## config.mk

```make
export PLATFORM = sky130hd
export DESIGN_NAME = sprite_row_command_decoder
export DESIGN_NICKNAME = d
export VERILOG_FILES = /design/src/rtl/srcd_pkg.sv /design/src/rtl/srcd_core.sv /design/src/rtl/srcd_out_buf.sv /design/src/rtl/sprite_row_command_decoder.sv
export SDC_FILE = /design/constraint.sdc
export NUM_CORES = 1
export LEC_CHECK = 0
export ABC_CLOCK_PERIOD_IN_PS = 18800
export BUFFER_PORTS_ARGS = -buffer_cell sky130_fd_sc_hd__buf_2
export CELL_PAD_IN_SITES_DETAIL_PLACEMENT = 1
export CELL_PAD_IN_SITES_GLOBAL_PLACEMENT = 1
export CORE_MARGIN = 2
export CORE_UTILIZATION = 25
export CTS_CLUSTER_DIAMETER = 120
export CTS_CLUSTER_SIZE = 30
export DETAILED_ROUTE_END_ITERATION = 12
export GPL_TIMING_DRIVEN = 0
export MAX_ROUTING_LAYER = met4
export PLACE_DENSITY = 0.56
export SKIP_LAST_GASP = 1
export SYNTH_ARGS = -nofsm -noshare
export SYNTH_HDL_FRONTEND = slang
export SYNTH_HIERARCHICAL = 1
export SYNTH_SLANG_ARGS = --single-unit
```

## constraint.sdc

```tcl
create_clock -name clock -period 18.8 [get_ports clock]
set_input_delay 3.76 -clock clock [delete_from_list [all_inputs] [get_ports clock]]
set_output_delay 3.76 -clock clock [all_outputs]
set_load 0.01 [all_outputs]
```

## src/rtl/srcd_pkg.sv

```systemverilog
// Shared types, command codes and constants of the sprite row command decoder.
package srcd_pkg;

   localparam int COORD_BITS_DEFAULT = 16;

   localparam int CSR_INDEX_BITS = 2;
   localparam int CSR_DATA_BITS  = 15;
   localparam logic [CSR_DATA_BITS-1:0] CLIP_LEFT_RESET  = 15'h0000;
   localparam logic [CSR_DATA_BITS-1:0] CLIP_RIGHT_RESET = 15'h7FFF;

   localparam logic [CSR_INDEX_BITS-1:0] CSR_CLIP_LEFT  = 2'd0;
   localparam logic [CSR_INDEX_BITS-1:0] CSR_CLIP_RIGHT = 2'd1;

   // Low nibble of a command byte.
   localparam logic [3:0] OP_LONG_COPY = 4'h2;
   localparam logic [3:0] OP_LONG_SKIP = 4'h3;
   localparam logic [3:0] OP_RUN_COPY  = 4'h6;
   localparam logic [3:0] OP_FILL      = 4'h7;
   localparam logic [3:0] OP_ALT_FILL  = 4'hA;
   localparam logic [3:0] OP_SHADOW    = 4'hB;
   localparam logic [3:0] OP_EXTENDED  = 4'hE;
   localparam logic [3:0] OP_ROW_END   = 4'hF;

   // Whole bytes of the extended group.
   localparam logic [7:0] CMD_ADVANCE_ONE_A = 8'h4E;
   localparam logic [7:0] CMD_ADVANCE_ONE_B = 8'h6E;
   localparam logic [7:0] CMD_ADVANCE_N_A   = 8'h5E;
   localparam logic [7:0] CMD_ADVANCE_N_B   = 8'h7E;

   localparam logic FUNC_ROW_START = 1'b0;

   typedef enum logic [2:0] {
      KIND_COPY    = 3'd0,
      KIND_FILL    = 3'd1,
      KIND_ALT     = 3'd2,
      KIND_SHADOW  = 3'd3,
      KIND_ROW_END = 3'd4
   } kind_type;

   typedef enum logic [3:0] {
      MODE_IDLE       = 4'd0,
      MODE_CMD        = 4'd1,
      MODE_COPY       = 4'd2,
      MODE_LONG_LEN   = 4'd3,
      MODE_EXT_LEN    = 4'd4,
      MODE_SPAN_LEN   = 4'd5,
      MODE_FILL_COLOR = 4'd6,
      MODE_ALT_A      = 4'd7,
      MODE_ALT_B      = 4'd8
   } mode_type;

   typedef struct packed {
      logic               func;
      logic signed [15:0] row_x;
      logic signed [15:0] row_x_max;
      logic [7:0]         byte_value;
   } req_type;

   typedef struct packed {
      kind_type           kind;
      logic signed [15:0] x_start;
      logic [7:0]         span_length;
      logic [7:0]         color_first;
      logic [7:0]         color_second;
   } rsp_type;

   typedef struct packed {
      logic    valid;
      rsp_type data;
   } result_type;

endpackage

```

## src/rtl/srcd_core.sv

```systemverilog
// Command decode, x tracking and span clipping for one stream word per cycle while step is high.
module srcd_core
   import srcd_pkg::*;
#(
   parameter int COORD_BITS = COORD_BITS_DEFAULT
) (
   input  logic                     clock,
   input  logic                     reset,
   input  logic                     step,
   input  req_type                  item,
   input  logic [CSR_DATA_BITS-1:0] clip_left,
   input  logic [CSR_DATA_BITS-1:0] clip_right,
   output result_type               result
);

   localparam int XW = COORD_BITS + 1;
   localparam int CW = ((COORD_BITS > 16) ? COORD_BITS : 16) + 2;
   localparam logic signed [CW-1:0] CMAX_W = CW'((64'sd1 <<< (COORD_BITS - 1)) - 64'sd1);
   localparam logic signed [CW-1:0] CMIN_W = ~CMAX_W;
   localparam logic signed [CW-1:0] XSAT_W = CMAX_W + CW'(1);

   mode_type                 mode_ff, mode_in;
   logic signed [XW-1:0]     current_x_ff, current_x_in;
   logic [11:0]              remaining_ff, remaining_in;
   logic [7:0]               pend_cmd_ff, pend_cmd_in;
   logic [7:0]               pend_len_ff, pend_len_in;
   logic [7:0]               held_ff, held_in;
   logic signed [COORD_BITS-1:0] limit_ff, limit_in;

   logic [7:0]  b;
   logic [3:0]  op;
   logic [3:0]  hi_n;
   logic [3:0]  start_op;
   logic [7:0]  start_n;
   logic [11:0] long_len;
   logic        span_op;
   mode_type    start_mode;

   // Actions decoded from the current word.
   logic        step_en;
   logic [11:0] step_val;
   logic        span_en;
   kind_type    span_kind;
   logic [7:0]  span_c1, span_c2;
   logic        row_end;
   logic        rem_load;
   logic [11:0] rem_val;
   logic        pend_cmd_load;
   logic        pend_len_load;
   logic        held_load;

   logic signed [CW-1:0] rx_w, rmx_w, rx_c, rmx_c;
   logic                 row_empty;
   logic signed [CW-1:0] x0_w, step_w, sum_w, x_sat_w;
   logic signed [CW-1:0] cl_w, cr_w, lim_w, lo_w, hi_w;
   logic                 visible, swap;
   logic [7:0]           count;

   assign b        = item.byte_value;
   assign op       = b[3:0];
   assign hi_n     = b[7:4];
   assign start_op = (mode_ff == MODE_CMD) ? op : pend_cmd_ff[3:0];
   assign start_n  = (mode_ff == MODE_CMD) ? {4'b0, hi_n} : b;
   assign long_len = {pend_cmd_ff[7:4], b};
   assign span_op  = (op == OP_RUN_COPY) || (op == OP_FILL) || (op == OP_ALT_FILL) ||
                     (op == OP_SHADOW);

   // Row start values are clamped to the coordinate range first.
   assign rx_w  = CW'(item.row_x);
   assign rmx_w = CW'(item.row_x_max);
   assign rx_c  = (rx_w < CMIN_W) ? CMIN_W : ((rx_w > CMAX_W) ? CMAX_W : rx_w);
   assign rmx_c = (rmx_w < CMIN_W) ? CMIN_W : ((rmx_w > CMAX_W) ? CMAX_W : rmx_w);
   assign row_empty = rmx_c < rx_c;

   always_comb begin
      case (start_op)
         OP_RUN_COPY: start_mode = (start_n != 8'd0) ? MODE_COPY : MODE_CMD;
         OP_FILL:     start_mode = MODE_FILL_COLOR;
         OP_ALT_FILL: start_mode = MODE_ALT_A;
         default:     start_mode = MODE_CMD;
      endcase
   end

   // Next decode mode.
   always_comb begin
      mode_in = mode_ff;
      if (step) begin
         if (item.func == FUNC_ROW_START) begin
            mode_in = row_empty ? MODE_IDLE : MODE_CMD;
         end else begin
            case (mode_ff)
               MODE_CMD: begin
                  if (op == OP_ROW_END) begin
                     mode_in = MODE_IDLE;
                  end else if ((op == OP_LONG_COPY) || (op == OP_LONG_SKIP)) begin
                     mode_in = MODE_LONG_LEN;
                  end else if (span_op) begin
                     mode_in = (hi_n == 4'd0) ? MODE_SPAN_LEN : start_mode;
                  end else if (op == OP_EXTENDED) begin
                     if ((b == CMD_ADVANCE_N_A) || (b == CMD_ADVANCE_N_B)) begin
                        mode_in = MODE_EXT_LEN;
                     end
                  end else if (!op[0] && (b[7:2] != 6'd0)) begin
                     mode_in = MODE_COPY;
                  end
               end
               MODE_COPY: begin
                  if (remaining_ff <= 12'd1) begin
                     mode_in = MODE_CMD;
                  end
               end
               MODE_LONG_LEN: begin
                  mode_in = ((pend_cmd_ff[3:0] != OP_LONG_SKIP) && (long_len != 12'd0)) ?
                            MODE_COPY : MODE_CMD;
               end
               MODE_SPAN_LEN:   mode_in = start_mode;
               MODE_ALT_A:      mode_in = MODE_ALT_B;
               MODE_EXT_LEN,
               MODE_FILL_COLOR,
               MODE_ALT_B:      mode_in = MODE_CMD;
               default:         mode_in = mode_ff;
            endcase
         end
      end
   end

   // Word actions. A span moves x by its full length, saturating just past the coordinate range.
   always_comb begin
      step_en       = 1'b0;
      step_val      = 12'd0;
      span_en       = 1'b0;
      span_kind     = KIND_COPY;
      span_c1       = 8'd0;
      span_c2       = 8'd0;
      row_end       = 1'b0;
      rem_load      = 1'b0;
      rem_val       = 12'd0;
      pend_cmd_load = 1'b0;
      pend_len_load = 1'b0;
      held_load     = 1'b0;
      if (step && (item.func != FUNC_ROW_START)) begin
         case (mode_ff)
            MODE_CMD: begin
               if (op == OP_ROW_END) begin
                  row_end = 1'b1;
               end else if ((op == OP_LONG_COPY) || (op == OP_LONG_SKIP)) begin
                  pend_cmd_load = 1'b1;
               end else if (span_op) begin
                  pend_cmd_load = 1'b1;
                  if (hi_n != 4'd0) begin
                     pend_len_load = 1'b1;
                     if (op == OP_RUN_COPY) begin
                        rem_load = 1'b1;
                        rem_val  = {4'b0, start_n};
                     end else if (op == OP_SHADOW) begin
                        span_en   = 1'b1;
                        span_kind = KIND_SHADOW;
                        step_en   = 1'b1;
                        step_val  = {4'b0, start_n};
                     end
                  end
               end else if (op == OP_EXTENDED) begin
                  if ((b == CMD_ADVANCE_ONE_A) || (b == CMD_ADVANCE_ONE_B)) begin
                     step_en  = 1'b1;
                     step_val = 12'd1;
                  end else if ((b == CMD_ADVANCE_N_A) || (b == CMD_ADVANCE_N_B)) begin
                     pend_cmd_load = 1'b1;
                  end
               end else if (op[0]) begin
                  step_en  = 1'b1;
                  step_val = {6'b0, b[7:2]};
               end else if (b[7:2] != 6'd0) begin
                  rem_load = 1'b1;
                  rem_val  = {6'b0, b[7:2]};
               end
            end
            MODE_COPY: begin
               rem_load = 1'b1;
               rem_val  = (remaining_ff <= 12'd1) ? 12'd0 : (remaining_ff - 12'd1);
               span_en  = 1'b1;
               span_kind = KIND_COPY;
               span_c1  = b;
               step_en  = 1'b1;
               step_val = 12'd1;
            end
            MODE_LONG_LEN: begin
               if (pend_cmd_ff[3:0] == OP_LONG_SKIP) begin
                  step_en  = 1'b1;
                  step_val = long_len;
               end else if (long_len != 12'd0) begin
                  rem_load = 1'b1;
                  rem_val  = long_len;
               end
            end
            MODE_EXT_LEN: begin
               step_en  = 1'b1;
               step_val = {4'b0, b};
            end
            MODE_SPAN_LEN: begin
               pend_len_load = 1'b1;
               if (start_op == OP_RUN_COPY) begin
                  rem_load = 1'b1;
                  rem_val  = {4'b0, start_n};
               end else if ((start_op != OP_FILL) && (start_op != OP_ALT_FILL)) begin
                  span_en   = 1'b1;
                  span_kind = KIND_SHADOW;
                  step_en   = 1'b1;
                  step_val  = {4'b0, start_n};
               end
            end
            MODE_FILL_COLOR: begin
               span_en   = 1'b1;
               span_kind = KIND_FILL;
               span_c1   = b;
               step_en   = 1'b1;
               step_val  = {4'b0, pend_len_ff};
            end
            MODE_ALT_A: begin
               held_load = 1'b1;
            end
            MODE_ALT_B: begin
               span_en   = 1'b1;
               span_kind = KIND_ALT;
               span_c1   = held_ff;
               span_c2   = b;
               step_en   = 1'b1;
               step_val  = {4'b0, pend_len_ff};
            end
            default: begin
               step_en = 1'b0;
            end
         endcase
      end
   end

   // Clip and advance: one add for the new x, then compares against the clip window and the row's last visible x.
   assign x0_w    = CW'(current_x_ff);
   assign step_w  = CW'($signed({1'b0, step_val}));
   assign sum_w   = x0_w + step_w;
   assign x_sat_w = (sum_w > XSAT_W) ? XSAT_W : sum_w;
   assign cl_w    = CW'($signed({1'b0, clip_left}));
   assign cr_w    = CW'($signed({1'b0, clip_right}));
   assign lim_w   = CW'(limit_ff);

   always_comb begin
      lo_w = (x0_w > cl_w) ? x0_w : cl_w;
      hi_w = sum_w - CW'(1);
      if (hi_w > cr_w) begin
         hi_w = cr_w;
      end
      if (hi_w > lim_w) begin
         hi_w = lim_w;
      end
   end

   // An empty span also lands here, since its last pixel lies before its first.
   assign visible = hi_w >= lo_w;
   assign count   = 8'(hi_w - lo_w + CW'(1));
   assign swap    = (span_kind == KIND_ALT) && (lo_w[0] ^ x0_w[0]);

   always_comb begin
      result.valid             = row_end || (span_en && visible);
      result.data.kind         = row_end ? KIND_ROW_END : span_kind;
      result.data.x_start      = row_end ? 16'sd0 : 16'(lo_w);
      result.data.span_length  = row_end ? 8'd0 : count;
      result.data.color_first  = swap ? span_c2 : span_c1;
      result.data.color_second = swap ? span_c1 : span_c2;
   end

   always_comb begin
      current_x_in = current_x_ff;
      remaining_in = remaining_ff;
      pend_cmd_in  = pend_cmd_ff;
      pend_len_in  = pend_len_ff;
      held_in      = held_ff;
      limit_in     = limit_ff;
      if (step && (item.func == FUNC_ROW_START)) begin
         current_x_in = XW'(rx_c);
         limit_in     = COORD_BITS'(rmx_c);
         remaining_in = 12'd0;
         pend_cmd_in  = 8'd0;
         pend_len_in  = 8'd0;
         held_in      = 8'd0;
      end else begin
         if (step_en) begin
            current_x_in = XW'(x_sat_w);
         end
         if (rem_load) begin
            remaining_in = rem_val;
         end
         if (pend_cmd_load) begin
            pend_cmd_in = b;
         end
         if (pend_len_load) begin
            pend_len_in = start_n;
         end
         if (held_load) begin
            held_in = b;
         end
      end
   end

   always_ff @(posedge clock) begin
      if (reset) begin
         mode_ff      <= MODE_IDLE;
         current_x_ff <= '0;
         remaining_ff <= 12'd0;
         pend_cmd_ff  <= 8'd0;
         pend_len_ff  <= 8'd0;
         held_ff      <= 8'd0;
         limit_ff     <= '0;
      end else begin
         mode_ff      <= mode_in;
         current_x_ff <= current_x_in;
         remaining_ff <= remaining_in;
         pend_cmd_ff  <= pend_cmd_in;
         pend_len_ff  <= pend_len_in;
         held_ff      <= held_in;
         limit_ff     <= limit_in;
      end
   end

endmodule

```

## src/rtl/srcd_out_buf.sv

```systemverilog
// Two-entry result buffer that registers the result channel.
module srcd_out_buf
   import srcd_pkg::*;
(
   input  logic       clock,
   input  logic       reset,
   input  result_type result,
   output logic       full,
   output logic       rsp_valid,
   input  logic       rsp_ready,
   output rsp_type    rsp_data
);

   rsp_type    slot0_ff, slot0_in;
   rsp_type    slot1_ff, slot1_in;
   logic [1:0] count_ff, count_in;
   logic       push, pop;

   assign push      = result.valid;
   assign pop       = (count_ff != 2'd0) && rsp_ready;
   assign full      = count_ff == 2'd2;
   assign rsp_valid = count_ff != 2'd0;
   assign rsp_data  = slot0_ff;

   always_comb begin
      slot0_in = slot0_ff;
      slot1_in = slot1_ff;
      count_in = count_ff + 2'(push) - 2'(pop);
      if (push && ((count_ff == 2'd0) || ((count_ff == 2'd1) && pop))) begin
         slot0_in = result.data;
      end else if (pop && (count_ff == 2'd2)) begin
         slot0_in = slot1_ff;
      end
      if (push && (count_ff == 2'd1) && !pop) begin
         slot1_in = result.data;
      end
   end

   always_ff @(posedge clock) begin
      if (reset) begin
         count_ff <= 2'd0;
      end else begin
         count_ff <= count_in;
      end
      slot0_ff <= slot0_in;
      slot1_ff <= slot1_in;
   end

endmodule

```

## src/rtl/sprite_row_command_decoder.sv

```systemverilog
// Top level of the sprite row command decoder: input register, clip registers and result buffer.
//
// Usage: a row-start word (func 0) loads the row's start x and last visible x; each
// following word (func 1) carries one byte of the row's command stream. Results leave
// on the rsp_ channel as clipped copy pixels, fill, alternating or shadow spans, and
// a row-end marker; a word causes at most one result.
// Both channels use valid/ready. A word is registered on acceptance and decoded while
// it sits in the input register and the buffer has room; its result enters the buffer
// at the end of that decode, and rsp_valid rises as the buffer becomes non-empty.
// Throughput is one word per cycle while the buffer has room: the command state and current x
// are updated by one short decode, one add and a few compares, all combinational.
// The result side is a two-entry buffer; while the receiver stalls, the block keeps
// taking words until the buffer and the input register are full, and ready depends
// only on registers.
// The clip registers are written through csr_ with no wait; write them only while
// the block is idle. Synchronous reset empties both channels, restores the clip
// window to its full range and leaves the decoder waiting for a row start.
module sprite_row_command_decoder
   import srcd_pkg::*;
#(
   parameter int COORD_BITS = COORD_BITS_DEFAULT
) (
   input  logic                      clock,
   input  logic                      reset,
   input  logic                      req_valid,
   output logic                      req_ready,
   input  req_type                   req_data,
   output logic                      rsp_valid,
   input  logic                      rsp_ready,
   output rsp_type                   rsp_data,
   input  logic                      csr_we,
   input  logic [CSR_INDEX_BITS-1:0] csr_index,
   input  logic [CSR_DATA_BITS-1:0]  csr_wdata
);

   logic                     s1_valid_ff, s1_valid_in;
   req_type                  s1_item_ff, s1_item_in;
   logic [CSR_DATA_BITS-1:0] clip_left_ff, clip_left_in;
   logic [CSR_DATA_BITS-1:0] clip_right_ff, clip_right_in;
   logic                     out_full;
   logic                     proc;
   logic                     req_accept;
   result_type               result;

   assign proc       = s1_valid_ff && !out_full;
   assign req_ready  = !s1_valid_ff || !out_full;
   assign req_accept = req_valid && req_ready;

   always_comb begin
      s1_valid_in = req_accept || (s1_valid_ff && !proc);
      s1_item_in  = req_accept ? req_data : s1_item_ff;
   end

   always_comb begin
      clip_left_in  = clip_left_ff;
      clip_right_in = clip_right_ff;
      if (csr_we) begin
         case (csr_index)
            CSR_CLIP_LEFT:  clip_left_in  = csr_wdata;
            CSR_CLIP_RIGHT: clip_right_in = csr_wdata;
            default:        clip_left_in  = clip_left_ff;
         endcase
      end
   end

   always_ff @(posedge clock) begin
      if (reset) begin
         s1_valid_ff   <= 1'b0;
         clip_left_ff  <= CLIP_LEFT_RESET;
         clip_right_ff <= CLIP_RIGHT_RESET;
      end else begin
         s1_valid_ff   <= s1_valid_in;
         clip_left_ff  <= clip_left_in;
         clip_right_ff <= clip_right_in;
      end
      s1_item_ff <= s1_item_in;
   end

   srcd_core #(
      .COORD_BITS (COORD_BITS)
   ) u_core (
      .clock      (clock),
      .reset      (reset),
      .step       (proc),
      .item       (s1_item_ff),
      .clip_left  (clip_left_ff),
      .clip_right (clip_right_ff),
      .result     (result)
   );

   srcd_out_buf u_out_buf (
      .clock     (clock),
      .reset     (reset),
      .result    (result),
      .full      (out_full),
      .rsp_valid (rsp_valid),
      .rsp_ready (rsp_ready),
      .rsp_data  (rsp_data)
   );

`ifndef SYNTH
   // A result is only ever produced by a word that is being decoded.
   a_result_needs_word: assert property (@(posedge clock) disable iff (reset)
      result.valid |-> proc)
      else $error("result produced without a word being decoded");

   // The buffer must never be offered a result when it is full.
   a_no_overflow: assert property (@(posedge clock) disable iff (reset)
      result.valid |-> !out_full)
      else $error("result pushed into a full buffer");

   // Clipping never lets an empty pixel or span through.
   a_span_not_empty: assert property (@(posedge clock) disable iff (reset)
      (result.valid && (result.data.kind != KIND_ROW_END)) |->
         (result.data.span_length != 8'd0))
      else $error("empty span produced");

   // A word held in the input register is decoded once the buffer has room.
   a_word_drains: assert property (@(posedge clock) disable iff (reset)
      (s1_valid_ff && !out_full) |=> ($past(req_accept) || !s1_valid_ff))
      else $error("input word not consumed");
`endif

endmodule
```

==> impl_metrics.json, run 1 <==
{
  "cts_tree": "built",
  "die_x_um": 246,
  "die-height_um": 246,
  "synth-edff-count": 127,
  "synth-seq-cells": 233,
  "layout_min_cycle_time_ns": 14.17,
  "overflow": 0,
  "hold_slack_ns": 0.465,
  "wl_um": 47400,
  "finalMaxSlewViolations": 0,
  "layout_commonest_cell": "nor2_1",
  "clk_pin_slew_ns": 0.12,
  "dieArea_mm2": 0.0606,
  "ir_drop_mv": 0.0641,
  "cts_sinks": 233,
  "critPathKind": "reg2reg",
  "drt_iter0_drc": 739,
  "initial_core_util": 0.254,
  "final_nets": 1812,
  "rr_worst_depth": 53,
  "synthCells": 1509,
  "clockPowerShare": 0.280,
  "fp-row-count": 88,
  "final_cell_mix": "nor2_1 (154), edfxtp_1 (127), nand2_1 (122), buf_2 (115)",
  "tns_ns": 0,
  "drive_gt1_frac": 0.149,
  "fillers": 6705,
  "worst_pin_slew_ns": 1.37,
  "wl_per_cell_um": 19.7,
  "worst_setup_path_end_kind": "flip-flop",
  "crit_fanout": 13,
  "ys_types": 85,
  "switching_share": 0.346,
  "grt_usage": 0.159,
  "clk_path_buf_depth": 3,
  "critical-path-max-stage-delay_ns": 0.94,
  "power_switching_w": 0.000481,
  "power.total_w": 0.00139,
  "vias": 11793,
  "place.gp.congestion": 0.888,
  "drc": 0,
  "synthArstFlopShare": 0,
  "hold_depth": 2,
  "diodes": 0,
  "cts_made_buffers": 15,
  "grt_pass1_wl_um": 72700,
  "yosysWarnings": 6,
  "coreArea_mm2": 0.0578,
  "relSlewSlack": 0.0814,
  "powerDensity_mw_per_mm2": 82.9,
  "netlist_area_mm2": 0.0147,
  "clock_skew_ns": 0.0317,
  "first_global_vias": 12162,
  "cp_data_required_time_ns": 19.05,
  "antenna_found_initial": 0,
  "seq_power_share": 0.409,
  "cts-resized-gates": 0,
  "syn2layout_area_growth_pct": 14.3,
  "fmax_mhz": 70.5,
  "fin_crit_sh": 0.754,
  "rsz0062_at_grt": "no",
  "io_buffers": 107,
  "via_per_inst": 4.89,
  "ys_seq_area_frac": 0.405,
  "hold_viol": 0,
  "slowest_stage": "nor3b_2",
  "io-pin-count": 108,
  "status": "finished, final reports clean",
  "ys.flop_type": "edfxtp_1",
  "p_leak_nw": 6.68,
  "grt_start_max_net_pins": 42,
  "internal-power_w": 0.000908,
  "cts_root_buf": "clkbuf_16",
  "startpoint_type": "flip-flop",
  "postCtsHoldBufs": 0,
  "syn_area_per_cell_um2": 9.72,
  "hpwlAfterDp_um": 38400,
  "drtPass1Iterations": 7,
  "setup_viol": 0,
  "maxCapViolCount": 0,
  "post_cts_buffers": 0,
  "insertion_delay_ns": 0.54,
  "hp-class": "reg2reg",
  "cts_max_level": 1,
  "antenna_left": 0,
  "comb_power_share": 0.312,
  "critPathArrivalTime_ns": 14.42
}
[logic make-up (layout without fill, tap and decap cells)]
| group | after synthesis | count (layout) | synth area share |
|---|---|---|---|
| adder cells (fa/ha/maj) | 112 | 112 | 0.0980 |
| XOR/XNOR | 37 | 37 | 0.0221 |
| other | 1 | 2 | 0.000256 |
| multiplexers | 121 | 121 | 0.0992 |
| flip-flops | 233 | 233 | 0.405 |
| buffers and inverters | 191 | 327 | 0.0568 |
| AO/OA/AOI/OAI | 333 | 333 | 0.158 |
| AND/OR/NAND/NOR | 481 | 481 | 0.161 |
[worst max-delay path: cells and delay by family (launching register included)]
family | cells | cell delay (ns)
xor+xnor | 2 | 0.41
simple gates | 13 | 3.88
fa+ha+maj | 5 | 1.82
mux | 1 | 0.31
compound gates | 25 | 5.66
buf+inv | 7 | 1.41
flops | 1 | 0.34
[cell type report]
cell class                      instances  area [um2]  area share
Buffer                                 96         475      0.0284
Timing Repair Buffer                  111         589      0.0352
Clock buffer                           16         389      0.0232
Inverter                               95         357      0.0213
Multi-Input combinational cell       1086        7910       0.472
Clock inverter                          9         140     0.00836
Tap cell                              765         957      0.0571
Sequential cell                       233        5940       0.354
[power groups by stage]
stage | logic (W) | registers, W | clock network (W)
after floorplan | 0.000312 | 0.000573 | 0
after global placement | 0.000416 | 0.000579 | 0
after detailed placement | 0.000434 | 0.000580 | 0
after CTS | 0.000437 | 0.000568 | 0.000406
after global routing | 0.000483 | 0.000569 | 0.000419
final | 0.000433 | 0.000568 | 0.000389
[through the flow]
| step | setup slack [ns] | area, um2 | instances | utilization |
|---|---|---|---|---|
| floorplan | 5.52 | 14700 | 1510 | - |
| global placement | 1.24 | 16200 | 2382 | 0.280 |
| detailed placement | 4.76 | 16200 | 2386 | 0.281 |
| CTS | 4.66 | 16700 | 2411 | 0.290 |
| global route | 3.64 | 16800 | 2411 | 0.290 |
| finish | 4.63 | 16800 | 2411 | 0.290 |
[synth_stat cells (16+ instances only)]
master | number | area, um2
nor2_1 | 154 | 578
mux2_4 | 46 | 691
a21oi_1 | 95 | 475
nand2b_1 | 43 | 269
xnor2_1 | 21 | 184
a211oi_1 | 17 | 128
dfxtp_1 | 106 | 2120
inv_1 | 95 | 357
a22o_1 | 20 | 175
and2_1 | 20 | 125
o21ai_0 | 42 | 210
xor2_1 | 16 | 140
and3_1 | 20 | 125
nand2_1 | 123 | 462
clkbuf_1 | 74 | 278
nand3_1 | 24 | 120
mux2i_1 | 65 | 651
nor3_1 | 21 | 105
ha_1 | 106 | 1330
nor2b_1 | 23 | 144
a21o_1 | 20 | 150
edfxtp_1 | 127 | 3810
[final timing paths]
check / start / to / slack, ns
max: u_core/mode_ff[0] / u_out_buf/slot1_ff[19] / 4.63
min: u_core/limit_ff[2] / u_core/limit_ff[2] / 0.46
max reg2reg: u_core/mode_ff[0] / u_out_buf/slot1_ff[19] / 4.63
min reg2reg: u_core/limit_ff[2] / u_core/limit_ff[2] / 0.46
[sequential cells by signal, indices dropped and copies added, names as in the netlist, 12 cells and up]
signal	flops
u_out_buf/rsp_data	43
u_out_buf/slot1_ff	43
s1_item_ff	41
u_core/current_x_ff	17
u_core/limit_ff	16
clip_left_ff	15
clip_right_ff	15
u_core/remaining_ff	12
[per-layer routing]
layer | track usage | wire length (um) | vias up
met3 | 0.0173 | 1940 | 33
met1 | 0.221 | 23200 | 5832
met5 | - | 0 | -
met2 | 0.250 | 21400 | 232
li1 | - | - | 5696
met4 | 0.0316 | 863 | 0
No activity file was read; power rests on OpenSTA's default activity.
==> run 2: changes to the inputs <==
--- a/config.mk
+++ b/config.mk
@@ -5,7 +5,7 @@
 export SDC_FILE = /design/constraint.sdc
 export NUM_CORES = 1
 export LEC_CHECK = 0
-export ABC_CLOCK_PERIOD_IN_PS = 18800
+export ABC_CLOCK_PERIOD_IN_PS = 11500
 export BUFFER_PORTS_ARGS = -buffer_cell sky130_fd_sc_hd__buf_2
 export CELL_PAD_IN_SITES_DETAIL_PLACEMENT = 1
 export CELL_PAD_IN_SITES_GLOBAL_PLACEMENT = 1
@@ -16,7 +16,7 @@
 export DETAILED_ROUTE_END_ITERATION = 12
 export GPL_TIMING_DRIVEN = 0
 export MAX_ROUTING_LAYER = met4
-export PLACE_DENSITY = 0.56
+export PLACE_DENSITY = 0.57
 export SKIP_LAST_GASP = 1
 export SYNTH_ARGS = -nofsm -noshare
 export SYNTH_HDL_FRONTEND = slang
==> constraint.sdc (replaced) <==
create_clock -name clock -period 11.5 [get_ports clock]
set_input_delay 2.3 -clock clock [delete_from_list [all_inputs] [get_ports clock]]
set_output_delay 2.3 -clock clock [all_outputs]
set_load 0.01 [all_outputs]
==> run 2 against run 1 <==
  * Setup slack got worse by 4.3 ns
  * Sequential power rose by 63%
  * Sequential cell count did not move
  * Critical path depth fell by 4
  * Critical endpoint is now u_out_buf/slot1_ff[32]
  * Highest routed layer unchanged
==> impl_metrics.json, run 2 (synthesis gave the netlist of run 1 again) <==
{
  "diodes": 0,
  "hpwlAfterDp_um": 38400,
  "critical-path-max-stage-delay_ns": 0.50,
  "slowest_stage": "clkbuf_1",
  "syn2layout_area_growth_pct": 20.5,
  "setup_ws_ns": 0.355,
  "insertion_delay_ns": 0.54,
  "utilization": 0.306,
  "antenna_left": 0,
  "drt_iter0_drc": 675,
  "io-pin-count": 108,
  "layout_commonest_cell": "nor2_1",
  "cts_tree": "built",
  "cts_made_buffers": 14,
  "fmax_mhz": 89.7,
  "tns_ns": 0,
  "wl_um": 48600,
  "drtPass1Iterations": 6,
  "final_nets": 1841,
  "critPathKind": "reg2reg",
  "io_buffers": 107,
  "layout_min_cycle_time_ns": 11.14,
  "die-height_um": 246,
  "antenna_found_initial": 0,
  "fillers": 6659,
  "grt_start_max_net_pins": 42,
  "maxCapViolCount": 0,
  "via_per_inst": 4.87,
  "p_leak_nw": 7.00,
  "clk_pin_slew_ns": 0.11,
  "postCtsHoldBufs": 0,
  "powerDensity_mw_per_mm2": 132,
  "status": "finished, final reports clean",
  "first_global_vias": 12331,
  "cts_sinks": 233,
  "startpoint_type": "flip-flop",
  "relSlewSlack": 0.166,
  "dieArea_mm2": 0.0606,
  "crit_fanout": 10,
  "final_cell_mix": "nor2_1 (145), edfxtp_1 (127), nand2_1 (119), buf_2 (113), dfxtp_1 (102)",
  "cts_max_level": 1,
  "grt_usage": 0.162,
  "drc": 0,
  "hp-class": "reg2reg",
  "clk_path_buf_depth": 3,
  "worst_pin_slew_ns": 1.25,
  "initial_core_util": 0.254,
  "cts_root_buf": "clkbuf_16",
  "wl_per_cell_um": 19.9,
  "fin_crit_sh": 0.969,
  "worst_setup_path_end_kind": "flip-flop",
  "fp-row-count": 88,
  "setup_viol": 0,
  "clock_skew_ns": 0.0331,
  "die_x_um": 246,
  "hold_viol": 0,
  "drive_gt1_frac": 0.217,
  "finalMaxSlewViolations": 0,
  "place.gp.congestion": 0.889,
  "cp_data_required_time_ns": 11.80,
  "vias": 11889,
  "overflow": 0,
  "grt_pass1_wl_um": 74100,
  "critPathArrivalTime_ns": 11.44,
  "coreArea_mm2": 0.0578,
  "ir_drop_mv": 0.107,
  "place_ws_ns": -2.52
}
## run 2: metrics by stage
step                      instances  area, um2  hold slack (ns)  power, W
after global placement         2382      16200            0.441   0.00163
after detailed placement       2385      16200            0.451   0.00165
after floorplan                1510      14700            0.432   0.00145
after CTS                      2424      17200            0.464   0.00230
final                          2440      17700            0.461   0.00233
after global routing           2440      17700            0.481   0.00247
## run 2: cell type report
| cell class | count | area [um2] | area share |
|---|---|---|---|
| Sequential cell | 233 | 5940 | 0.336 |
| Inverter | 95 | 357 | 0.0202 |
| Clock inverter | 8 | 108 | 0.00609 |
| Clock buffer | 16 | 379 | 0.0215 |
| Timing Repair Buffer | 145 | 923 | 0.0523 |
| Multi-Input combinational cell | 1086 | 8500 | 0.481 |
| Tap cell | 765 | 957 | 0.0542 |
| Buffer | 92 | 509 | 0.0288 |
## run 2: repair_timing
action	4_1_cts	5_1_grt
setup buffers	19	16
resized for setup	65	81
hold endpoints to repair	0	0
pin swaps	14	37
endpoints found under the setup margin	138	132
cloned	0	1
## run 2: report_power, final
group          switching (W)  total (W)  internal (W)
Combinational       0.000444   0.000796      0.000352
Sequential         0.0000195   0.000928      0.000909
Clock               0.000342   0.000604      0.000262
Total               0.000806    0.00233       0.00152
## run 2: critical path, delay by kind of cell (launching register included)
kind / cells / cell delay (ns)
XOR/XNOR: 1 / 0.33
AND/OR/NAND/NOR: 12 / 2.49
flip-flops: 1 / 0.37
AO/OA/AOI/OAI: 21 / 4.41
multiplexers: 1 / 0.31
adder cells (fa/ha/maj): 4 / 1.16
buffers and inverters: 10 / 1.81
## run 2: path summary, 6_finish.rpt
kind	start	to	slack (ns)	cells past startpoint
max	s1_item_ff[4]	u_out_buf/slot1_ff[32]	0.36	49
min	u_core/limit_ff[9]	u_core/limit_ff[9]	0.46	2
max reg2reg	s1_item_ff[4]	u_out_buf/slot1_ff[32]	0.36	49
min reg2reg	u_core/limit_ff[9]	u_core/limit_ff[9]	0.46	2
## run 2: per-layer routing
layer / share of wire / track usage / wire length, um / up-vias
met5: 0 / - / 0 / -
met4: 0.025 / 0.0380 / 1200 / 0
met3: 0.033 / 0.0159 / 1600 / 49
met2: 0.45 / 0.255 / 21900 / 217
met1: 0.49 / 0.224 / 23900 / 5855
li1: - / - / - / 5768
